### config.mk
export PLATFORM = sky130hd
export DESIGN_NAME = utf16_to_codepoint_decoder
export DESIGN_NICKNAME = d
export VERILOG_FILES = /design/src/design/u16d_pkg.sv /design/src/design/u16d_in_stage.sv /design/src/design/u16d_decode.sv /design/src/design/u16d_out_stage.sv /design/src/design/utf16_to_codepoint_decoder.sv
export SDC_FILE = /design/constraint.sdc
export NUM_CORES = 1
export LEC_CHECK = 0
export ABC_AREA = 1
export BUFFER_PORTS_ARGS = -buffer_cell sky130_fd_sc_hd__buf_2
export CORE_MARGIN = 2
export CORE_UTILIZATION = 30
export DETAILED_ROUTE_END_ITERATION = 12
export GPL_ROUTABILITY_DRIVEN = 0
export SLEW_MARGIN = 15
export SYNTH_ARGS = -nofsm -noshare
export SYNTH_HDL_FRONTEND = slang
export SYNTH_SLANG_ARGS = --single-unit
### constraint.sdc
create_clock -name clk -period 10.1 [get_ports clk]
set_input_delay 1.01 -clock clk [delete_from_list [all_inputs] [get_ports clk]]
set_output_delay 1.01 -clock clk [all_outputs]
set_load 0.05 [all_outputs]
### src/design/u16d_pkg.sv
// Shared types and constants for the UTF-16 to code point decoder.
// No dependencies; used by every module of the decoder but u16d_out_stage.
package u16d_pkg;

  // default width of the byte offset counter
  localparam int unsigned OFFSET_WIDTH_DEF = 16;

  // field widths fixed by the stream format
  localparam int unsigned BYTE_W   = 8;
  localparam int unsigned CP_W     = 21;
  localparam int unsigned STATUS_W = 3;
  localparam int unsigned HIGH_W   = 10;

  // special 16-bit units
  localparam logic [15:0] UNIT_BOM_BE   = 16'hFEFF;
  localparam logic [15:0] UNIT_BOM_LE   = 16'hFFFE;
  localparam logic [15:0] UNIT_HIGH_LO  = 16'hD800;
  localparam logic [15:0] UNIT_LOW_LO   = 16'hDC00;
  localparam logic [15:0] UNIT_LOW_END  = 16'hE000;
  localparam logic [CP_W-1:0] SUPP_BASE = 21'h10000;

  // result status codes
  typedef enum logic [STATUS_W-1:0] {
    ST_CHAR      = 3'd0,
    ST_CHAR_END  = 3'd1,
    ST_END       = 3'd2,
    ST_ILLEGAL   = 3'd3,
    ST_TRUNC     = 3'd4
  } status_t;

  // one input item
  typedef struct packed {
    logic [BYTE_W-1:0] data_byte;
    logic              last_byte;
  } item_t;

endpackage

### src/design/u16d_in_stage.sv
// Input register of the decoder: holds one accepted byte until the decode
// stage takes it. Depends on u16d_pkg.
module u16d_in_stage
  import u16d_pkg::*;
(
  input  logic  clk,
  input  logic  rst_n,
  input  logic  in_valid,
  output logic  in_ready,
  input  item_t in_item,
  input  logic  advance,
  output logic  item_valid,
  output item_t item
);

  logic  valid_r, valid_nxt;
  item_t item_r;

  // take a new byte when empty or when the held one moves on this cycle
  assign in_ready   = !valid_r || advance;
  assign valid_nxt  = in_ready ? in_valid : valid_r;
  assign item_valid = valid_r;
  assign item       = item_r;

  always_ff @(posedge clk) begin
    if (!rst_n) begin
      valid_r <= 1'b0;
    end else begin
      valid_r <= valid_nxt;
    end
  end

  // payload needs no reset
  always_ff @(posedge clk) begin
    if (in_ready && in_valid) begin
      item_r <= in_item;
    end
  end

endmodule

### src/design/u16d_decode.sv
// Per-byte decode: byte pairing, order marks, surrogate pairing and error
// tracking, with the message state registers. Depends on u16d_pkg.
module u16d_decode
  import u16d_pkg::*;
#(
  parameter int unsigned OFFSET_WIDTH = OFFSET_WIDTH_DEF
) (
  input  logic                    clk,
  input  logic                    rst_n,
  input  logic                    cfg_wr_en,
  input  logic                    cfg_wr_data,
  input  logic                    fire,
  input  item_t                   item,
  output logic                    res_valid,
  output logic [CP_W-1:0]         res_code_point,
  output status_t                 res_status,
  output logic [OFFSET_WIDTH-1:0] res_byte_offset
);

  localparam logic [OFFSET_WIDTH-1:0] OFFSET_MAX = '1;

  logic                    start_le_r;
  logic                    have_first_r, have_first_nxt;
  logic [BYTE_W-1:0]       held_byte_r, held_byte_nxt;
  logic                    pending_r, pending_nxt;
  logic [HIGH_W-1:0]       high_bits_r, high_bits_nxt;
  logic                    le_r, le_nxt;
  logic                    dropping_r, dropping_nxt;
  logic [OFFSET_WIDTH-1:0] seen_r, seen_nxt;
  logic [OFFSET_WIDTH-1:0] unit_off_r, unit_off_nxt;

  logic                    le_cur;
  logic [OFFSET_WIDTH-1:0] seen_inc;
  logic [15:0]             unit;
  logic                    is_high, is_low, is_mark;
  logic                    end_msg;

  // byte order register
  always_ff @(posedge clk) begin
    if (!rst_n) begin
      start_le_r <= 1'b0;
    end else if (cfg_wr_en) begin
      start_le_r <= cfg_wr_data;
    end
  end

  // order reloads at the first byte of a message
  assign le_cur   = (seen_r == '0) ? start_le_r : le_r;
  assign seen_inc = (seen_r == OFFSET_MAX) ? seen_r : seen_r + 1'b1;
  assign unit     = le_cur ? {item.data_byte, held_byte_r} : {held_byte_r, item.data_byte};
  assign is_mark  = (unit == UNIT_BOM_BE) || (unit == UNIT_BOM_LE);
  assign is_high  = (unit >= UNIT_HIGH_LO) && (unit < UNIT_LOW_LO);
  assign is_low   = (unit >= UNIT_LOW_LO) && (unit < UNIT_LOW_END);

  // next state and result
  always_comb begin
    have_first_nxt  = have_first_r;
    held_byte_nxt   = held_byte_r;
    pending_nxt     = pending_r;
    high_bits_nxt   = high_bits_r;
    le_nxt          = le_r;
    dropping_nxt    = dropping_r;
    seen_nxt        = seen_r;
    unit_off_nxt    = unit_off_r;
    end_msg         = 1'b0;
    res_valid       = 1'b0;
    res_code_point  = '0;
    res_status      = ST_CHAR;
    res_byte_offset = '0;
    if (fire) begin
      if (dropping_r) begin
        end_msg = item.last_byte;
      end else begin
        le_nxt   = le_cur;
        seen_nxt = seen_inc;
        if (!have_first_r) begin
          // first byte of a unit
          if (!pending_r) begin
            unit_off_nxt = seen_r;
          end
          held_byte_nxt  = item.data_byte;
          have_first_nxt = 1'b1;
          if (item.last_byte) begin
            res_valid       = 1'b1;
            res_status      = ST_TRUNC;
            res_byte_offset = pending_r ? unit_off_r : seen_r;
            end_msg         = 1'b1;
          end
        end else begin
          have_first_nxt = 1'b0;
          if (pending_r) begin
            // second unit of a surrogate pair
            if (is_low) begin
              pending_nxt     = 1'b0;
              res_valid       = 1'b1;
              res_code_point  = SUPP_BASE + {1'b0, high_bits_r, unit[9:0]};
              res_status      = item.last_byte ? ST_CHAR_END : ST_CHAR;
              res_byte_offset = seen_inc;
            end else begin
              res_valid       = 1'b1;
              res_status      = ST_ILLEGAL;
              res_byte_offset = unit_off_r;
              dropping_nxt    = !item.last_byte;
            end
            end_msg = item.last_byte;
          end else if (is_mark) begin
            le_nxt = (unit == UNIT_BOM_LE);
            if (item.last_byte) begin
              res_valid       = 1'b1;
              res_status      = ST_END;
              res_byte_offset = seen_inc;
              end_msg         = 1'b1;
            end
          end else if (is_high) begin
            high_bits_nxt = unit[HIGH_W-1:0];
            pending_nxt   = 1'b1;
            if (item.last_byte) begin
              res_valid       = 1'b1;
              res_status      = ST_TRUNC;
              res_byte_offset = unit_off_r;
              end_msg         = 1'b1;
            end
          end else if (is_low) begin
            // lone low surrogate
            res_valid       = 1'b1;
            res_status      = ST_ILLEGAL;
            res_byte_offset = unit_off_r;
            dropping_nxt    = !item.last_byte;
            end_msg         = item.last_byte;
          end else begin
            res_valid       = 1'b1;
            res_code_point  = {{(CP_W-16){1'b0}}, unit};
            res_status      = item.last_byte ? ST_CHAR_END : ST_CHAR;
            res_byte_offset = seen_inc;
            end_msg         = item.last_byte;
          end
        end
      end
      // message end clears all message state but the byte order
      if (end_msg) begin
        have_first_nxt = 1'b0;
        held_byte_nxt  = '0;
        pending_nxt    = 1'b0;
        high_bits_nxt  = '0;
        dropping_nxt   = 1'b0;
        seen_nxt       = '0;
        unit_off_nxt   = '0;
      end
    end
  end

  always_ff @(posedge clk) begin
    if (!rst_n) begin
      have_first_r <= 1'b0;
      held_byte_r  <= '0;
      pending_r    <= 1'b0;
      high_bits_r  <= '0;
      le_r         <= 1'b0;
      dropping_r   <= 1'b0;
      seen_r       <= '0;
      unit_off_r   <= '0;
    end else begin
      have_first_r <= have_first_nxt;
      held_byte_r  <= held_byte_nxt;
      pending_r    <= pending_nxt;
      high_bits_r  <= high_bits_nxt;
      le_r         <= le_nxt;
      dropping_r   <= dropping_nxt;
      seen_r       <= seen_nxt;
      unit_off_r   <= unit_off_nxt;
    end
  end

endmodule

### src/design/u16d_out_stage.sv
// Result register of the decoder: holds one result until the sink takes it.
// Depends on u16d_pkg only through the modules around it.
module u16d_out_stage #(
  parameter int unsigned DATA_W = 40
) (
  input  logic              clk,
  input  logic              rst_n,
  input  logic              load,
  input  logic [DATA_W-1:0] load_data,
  output logic              can_load,
  output logic              out_valid,
  input  logic              out_ready,
  output logic [DATA_W-1:0] out_data
);

  logic              valid_r, valid_nxt;
  logic [DATA_W-1:0] data_r;

  // room when empty or when the held result leaves this cycle
  assign can_load  = !valid_r || out_ready;
  assign valid_nxt = load ? 1'b1 : (out_ready ? 1'b0 : valid_r);
  assign out_valid = valid_r;
  assign out_data  = data_r;

  always_ff @(posedge clk) begin
    if (!rst_n) begin
      valid_r <= 1'b0;
    end else begin
      valid_r <= valid_nxt;
    end
  end

  always_ff @(posedge clk) begin
    if (load) begin
      data_r <= load_data;
    end
  end

endmodule

### src/design/utf16_to_codepoint_decoder.sv
// Decodes a UTF-16 byte stream into Unicode code points at one byte per clock
// cycle while out_tready does not stall the result register; each byte passes
// the input register, then decode logic into the result register. Bytes pair
// into units in the current byte order; the order starts from cfg_wr_data's
// register at each message, and FEFF/FFFE marks switch it and yield nothing.
// Surrogate pairs combine into one code point. A message ends with a result
// carrying status 1 or 2 on a good end, 3 on an illegal sequence (rest of the
// message dropped) or 4 on a truncated unit or pair; byte offsets saturate at
// the counter width. Write the order register only while the block is idle.
//
// Holds the top level; depends on u16d_pkg, u16d_in_stage, u16d_decode and
// u16d_out_stage.
module utf16_to_codepoint_decoder
  import u16d_pkg::*;
#(
  parameter int unsigned OFFSET_WIDTH = OFFSET_WIDTH_DEF
) (
  input  logic clk,
  input  logic rst_n,
  // configuration
  input  logic cfg_wr_en,
  input  logic cfg_wr_data,   // start_little_endian
  // byte input
  input  logic                in_tvalid,
  output logic                in_tready,
  input  logic [BYTE_W-1:0]   in_tdata,    // data_byte
  input  logic                in_tlast,    // last_byte
  // result output
  output logic                out_tvalid,
  input  logic                out_tready,
  // code_point [20:0], status [23:21], byte_offset [OFFSET_WIDTH+23:24], zero pad
  output logic [((CP_W+STATUS_W+OFFSET_WIDTH+7)/8)*8-1:0] out_tdata
);

  localparam int unsigned RES_W = CP_W + STATUS_W + OFFSET_WIDTH;
  localparam int unsigned OUT_W = ((RES_W + 7) / 8) * 8;

  item_t                   in_item, item;
  logic                    item_valid;
  logic                    can_load;
  logic                    fire;
  logic                    res_valid;
  logic [CP_W-1:0]         res_code_point;
  status_t                 res_status;
  logic [OFFSET_WIDTH-1:0] res_byte_offset;
  logic [OUT_W-1:0]        res_data;

  assign in_item.data_byte = in_tdata;
  assign in_item.last_byte = in_tlast;

  u16d_in_stage u_in (
    .clk        (clk),
    .rst_n      (rst_n),
    .in_valid   (in_tvalid),
    .in_ready   (in_tready),
    .in_item    (in_item),
    .advance    (can_load),
    .item_valid (item_valid),
    .item       (item)
  );

  // a held byte is decoded when the result register has room
  assign fire = item_valid && can_load;

  u16d_decode #(
    .OFFSET_WIDTH (OFFSET_WIDTH)
  ) u_dec (
    .clk             (clk),
    .rst_n           (rst_n),
    .cfg_wr_en       (cfg_wr_en),
    .cfg_wr_data     (cfg_wr_data),
    .fire            (fire),
    .item            (item),
    .res_valid       (res_valid),
    .res_code_point  (res_code_point),
    .res_status      (res_status),
    .res_byte_offset (res_byte_offset)
  );

  // pack result fields, lowest first, zero padded to whole bytes
  assign res_data = OUT_W'({res_byte_offset, res_status, res_code_point});

  u16d_out_stage #(
    .DATA_W (OUT_W)
  ) u_out (
    .clk       (clk),
    .rst_n     (rst_n),
    .load      (fire && res_valid),
    .load_data (res_data),
    .can_load  (can_load),
    .out_valid (out_tvalid),
    .out_ready (out_tready),
    .out_data  (out_tdata)
  );

endmodule
Word level (Yosys, flattened, before mapping)
Cells that the tools add are included.
Word-level totals
  bits in registers: 106
  output and inout port bits: 42
  bits of input ports: 15
Operators by class
  mux-type cells: 77
  $lt $le $gt $ge: 4
  add/sub/neg operators: 2
  reduce and logical (&&, ||, !) cells: 22
  eq/ne operators: 7
  bitwise logic cells: 3
Operators by type and width (number)
  $mux W16: 18
  $mux W21: 4
  $mux W10: 6
  $eq A16 B16 Y1 const B: 3
  $mux W1: 38
  $ge A16 B16 Y1 const B: 2
  $lt A16 B16 Y1 const B: 2
  $mux W8: 3
  $add A17 B20 Y21 const A: 1
  $mux W3: 7
  $add A16 B1 Y16 const B: 1
  $logic_not A16 Y1: 1
  $ne A2 B2 Y1 const B: 4
  $reduce_and A3 Y1: 2
  $reduce_and A6 Y1: 1
  $reduce_bool A2 Y1: 3
  $logic_and A1 B1 Y1: 5
  $reduce_and A2 Y1: 2
  $logic_not A1 Y1: 3
  $logic_or A1 B1 Y1: 3
  $not A1 Y1: 3
  $reduce_or A3 Y1: 1
  $mux W2: 1
  $reduce_or A2 Y1: 1

Depth between registers and ports, before layout
  depth in word-level cells: 13
  gate-level depth with buffers: 23
  gate-level depth less buffers: 22

Hierarchy
A second synthesis with hierarchy kept.
Second synthesis, totals
  cells, all modules: 831
  area total of the unflattened synthesis: 6199.7 sq um
By module, submodules not included
  u16d_decode: cells each 765, area an instance 4613.2 sq um, times used 1
  u16d_out_stage: cells each 46, area an instance 1247.4 sq um, times used 1
  u16d_in_stage: cells each 16, area an instance 321.6 sq um, times used 1
  utf16_to_codepoint_decoder: cells each 4, area an instance 17.5 sq um, times used 1

Worst setup path before layout
Ideal clock, no wire load.
  path type: input to register
  start point: input port out_tready
  end point: register u_out.data_r[0] (netlist: u_out.out_data[0]) (enable)
  arrival time: 3.225 ns
  slack: 6.477 ns
  data required time: 9.702 ns
  path buffers: 1
  cell stages on the path: 11
  setup time: 0.398 ns
  cells stage by stage: inv_1 -> nand2_1 -> nand2_1 -> nor2_2 -> inv_1 -> nor2_1 -> clkbuf_1 -> nand2_1 -> nand2_1 -> inv_1 -> nand2_1
Between the ends
  longest elaborated chain between the ends: 4
Ends and longest elaborated chain
  start, declared: line utf16_to_codepoint_decoder.sv:30  | input logic out_tready,
  $logic_or A1 B1 Y1 *: line u16d_out_stage.sv:20  | assign can_load = !valid_r || out_ready;
  $logic_and A1 B1 Y1 *: line utf16_to_codepoint_decoder.sv:63  | assign fire = item_valid && can_load;
  $mux W1: line u16d_decode.sv:70  | if (fire) begin
  $logic_and A1 B1 Y1 *: line utf16_to_codepoint_decoder.sv:88  | .load (fire && res_valid),
  named net u_out.load: line u16d_out_stage.sv:8  | input logic load,
  end signal, assigned: line u16d_out_stage.sv:35  | data_r <= load_data;
  end, declared: line u16d_out_stage.sv:17  | logic [DATA_W-1:0] data_r;
Mark *: on every way through the listed nets, which the timed path passes. The rest lies on a longest branch.
A chain may end at the register's enable or synchronous reset.

Final worst setup path
  start point: input port out_tready
  end point: register u_out.data_r[8] (netlist: u_out.out_data[8]) (enable)
The elaborated chain is that of the path after synthesis.

==> impl_results.md <==
- Arrival @ worst endpoint: 3810 ps
- Total CTS buffers: 9
- Leak: 0.00318 uW
- Syn Inst Count: 962
- Crit start category: input pin
- Max frequency: 0.262 GHz
- Area grow syn2layout: 10.5%
- Syn_area_per_cell: 6.99 um^2
- Synth Area in Adders: 0.558%
- Max-cap viol count: 0
- Fin. max-slew vios: 0
- Slew @ Worst Pin: 1120 ps
- Num rows: 54
- ANT cells: 0
- Most common cell after layout, fill and taps aside: nand2_1
- Largest stage delay, worst path: 700 ps
- TritonCTS Sinks: 106
- Bufs on Longest Clock Path: 2
- Fin Setup TNS: 0 ps
- Pwr Density: 126 nW/um^2
- # H-tree levels: 3
- Fin crit period: 3820 ps
- Largest family of logic cells by synthesized area: simple AND/OR/NAND/NOR gates
- Final Hold Fails: 0
- Port-buffer cells: 56
- Worst Hold Class: flip-flop to flip-flop
- Layout Cells excl Fill: 1276
- Dpl hpwl: 13300 um
- Share of cells above drive strength 1: 14.6%
- Syn_nets: 980
- Die width: 154 um
- CTS resizes: 0
- First-pass GRT wire length: 30800 um
- Routed wire length per instance: 15.1 um
- CP Class: input pin to flip-flop
- RSZ-0062 raised after global routing: false
- CTS tree: built
- Synth area leaders: edfxtp_1 22%, dfxtp_1 17%, nand2_1 17%
- DR DRC count: 0
- Run status: finished, final reports clean
- Relative slew slack: 24.8%
- CP Capture Type: flip-flop
- Worst VDD drop: 0.0937 mV
- Mux contribution to synthesized area: 0%
- Die area: 23600 um^2
- Total wire length: 19200 um
- Core Region: 21900 um^2
- Post-route ant nets: 0
- Grt ovf: 0
- First-iteration detailed-routing DRC count: 571
- Worst path cell trace: buf_2, inv_1, nand2_1, nand2_1, nor2_2, inv_1, nor2_1, nand2_1, nand2_1, inv_1, nand2_2
- Seq/Total Area, Yosys: 38.9%
- Initial core utilization: 30.7%
- Cell mode on critical path: nand2_1
- XOR/XNOR Fraction of Synth Area: 1.04%
- Setup Viol. Count Final: 0
- Fin crit share: 37.8%
- Post-Syn Area: 6720 um^2
- Drt pass-1 iters: 5
- Clock latency on the worst-skew pair: 370 ps
- Worst-path clk slew: 70 ps
- Vias in the first global route: 5742
- Final net count: 1009
- Die H: 154 um
- Synth unique cells: 41
- Clock Tree Root: clkbuf_16
- Initial antenna violation count: 0
- Cell accounting for the most synthesized area: edfxtp_1
- Simple-gate share of the synthesized area: 36.4%
- Worst Skew: 10.5 ps
- Hold buffer count at CTS: 0
- Synthesized flop and latch total: 106
- Placed Cells incl. Taps: 1260
- Slowest-stage cell, CP: nor2_1
- IO Count: 57
- Post-synth top area share: 21.9%
- Setup bufs post-CTS: 0
- Via count: 6355
- Synth Area in Compound Gates: 12.5%
- Largest net degree at the start of global routing: 54
- YS warnings: 0
- Total track usage: 16.3%
- Vias/cell: 4.98
- Commonest non-fill, non-tap cells in the layout: 298 x nand2_1, 111 x inv_1, 95 x nor2_1
- Worst-path fanout max: 40
- Worst EP required: 10090 ps
## cells by family (layout without fill, tap and decap cells)
logic type               count (synthesis)  in the layout
flip-flops                             106            106
AO/OA/AOI/OAI                          144            144
buffers and inverters                  164            198
adder cells (fa/ha/maj)                  3              3
AND/OR/NAND/NOR                        537            537
XOR/XNOR                                 8              8
## flip-flops by register name, indices dropped and copies added (netlist names)
| signal | flops |
|---|---|
| u_out.out_valid | 1 |
| u_dec.held_byte_r | 8 |
| u_dec.seen_r | 16 |
| u_out.out_data | 40 |
| u_dec.le_r | 1 |
| u_in.item_valid | 1 |
| u_dec.have_first_r | 1 |
| u_dec.unit_off_r | 16 |
| u_dec.high_bits_r | 10 |
| u_in.item | 9 |
| u_dec.start_le_r | 1 |
| u_dec.pending_r | 1 |
| u_dec.dropping_r | 1 |
## per-stage QoR
| stage | power [uW] | setup WS (ps) | util (%) | instance area (um^2) | hold slack, ps |
|---|---|---|---|---|---|
| after floorplan | 563 | 6480 | - | 6720 | 444 |
| after global placement | 591 | 6010 | 32.6 | 7130 | 454 |
| after detailed placement | 592 | 5910 | 32.6 | 7130 | 464 |
| after CTS | 944 | 6290 | 33.9 | 7430 | 476 |
| after global routing | 971 | 5860 | 33.9 | 7430 | 505 |
| final | 937 | 6280 | 33.9 | 7430 | 475 |
## cell type report
class                           count  area (um^2)
Sequential cell                   106         2610
Timing Repair Buffer               61          318
Multi-Input combinational cell    692         3390
Clock buffer                       10          239
Tap cell                          280          350
Fill cell                        2390        14500
Clock inverter                      6         60.1
Inverter                          121          454
## synth_stat cells
master         count
nand2_1          299
inv_1            111
nor2_1            95
nand3_1           75
a21oi_1           57
dfxtp_1           57
edfxtp_1          49
o21ai_0           31
o22ai_1           24
clkbuf_1          19
nand4_1           13
nand2_2           12
nor2_2            12
buf_2             11
nand2_4           11
inv_2             10
o31ai_1            9
a22oi_1            6
buf_6              6
xor2_1             6
a21oi_2            4
buf_4              4
nor2_8             4
nor3_1             4
o21ai_1            4
ha_1               3
nand3_4            3
nor2_4             3
o21ai_2            3
a211oi_2           2
a31oi_1            2
buf_8              2
nor4_1             2
xnor2_1            2
and3_1             1
dlygate4sd1_1      1
nand3_2            1
nor3_4             1
o211ai_1           1
o21bai_1           1
or2_2              1
## worst max-delay path: cells and delay by family
kind                   cells  cell delay [ps]
and+or+nand+nor            7             2210
buffers and inverters      4              580
## power breakdown
part,internal (uW),switching (uW),leakage (uW)
clock network,179,175,0.000140
registers,460,7.67,0.000919
logic,24.4,90.1,0.00212
## final timing paths
check / from / to / depth (start not counted) / slack [ps]
min reg2reg: u_dec.high_bits_r[2]$_SDFFE_PN0P_ / u_dec.high_bits_r[2]$_SDFFE_PN0P_ / 2 / 470
max reg2reg: u_dec.seen_r[0]$_SDFFE_PN0P_ / u_out.out_data[8]$_SDFFCE_PP0P_ / 18 / 6320
min: u_dec.high_bits_r[2]$_SDFFE_PN0P_ / u_dec.high_bits_r[2]$_SDFFE_PN0P_ / 2 / 470
max: out_tready / u_out.out_data[8]$_SDFFCE_PP0P_ / 11 / 6280
## routing by layer
layer	vias up	track usage, %	routed length [um]
li1	3167	-	-
met2	230	25.5	8550
met3	13	2.59	1350
met1	2945	22.9	9030
met5	-	0	0
met4	0	5.85	293
(Power assumes the default switching activity.)
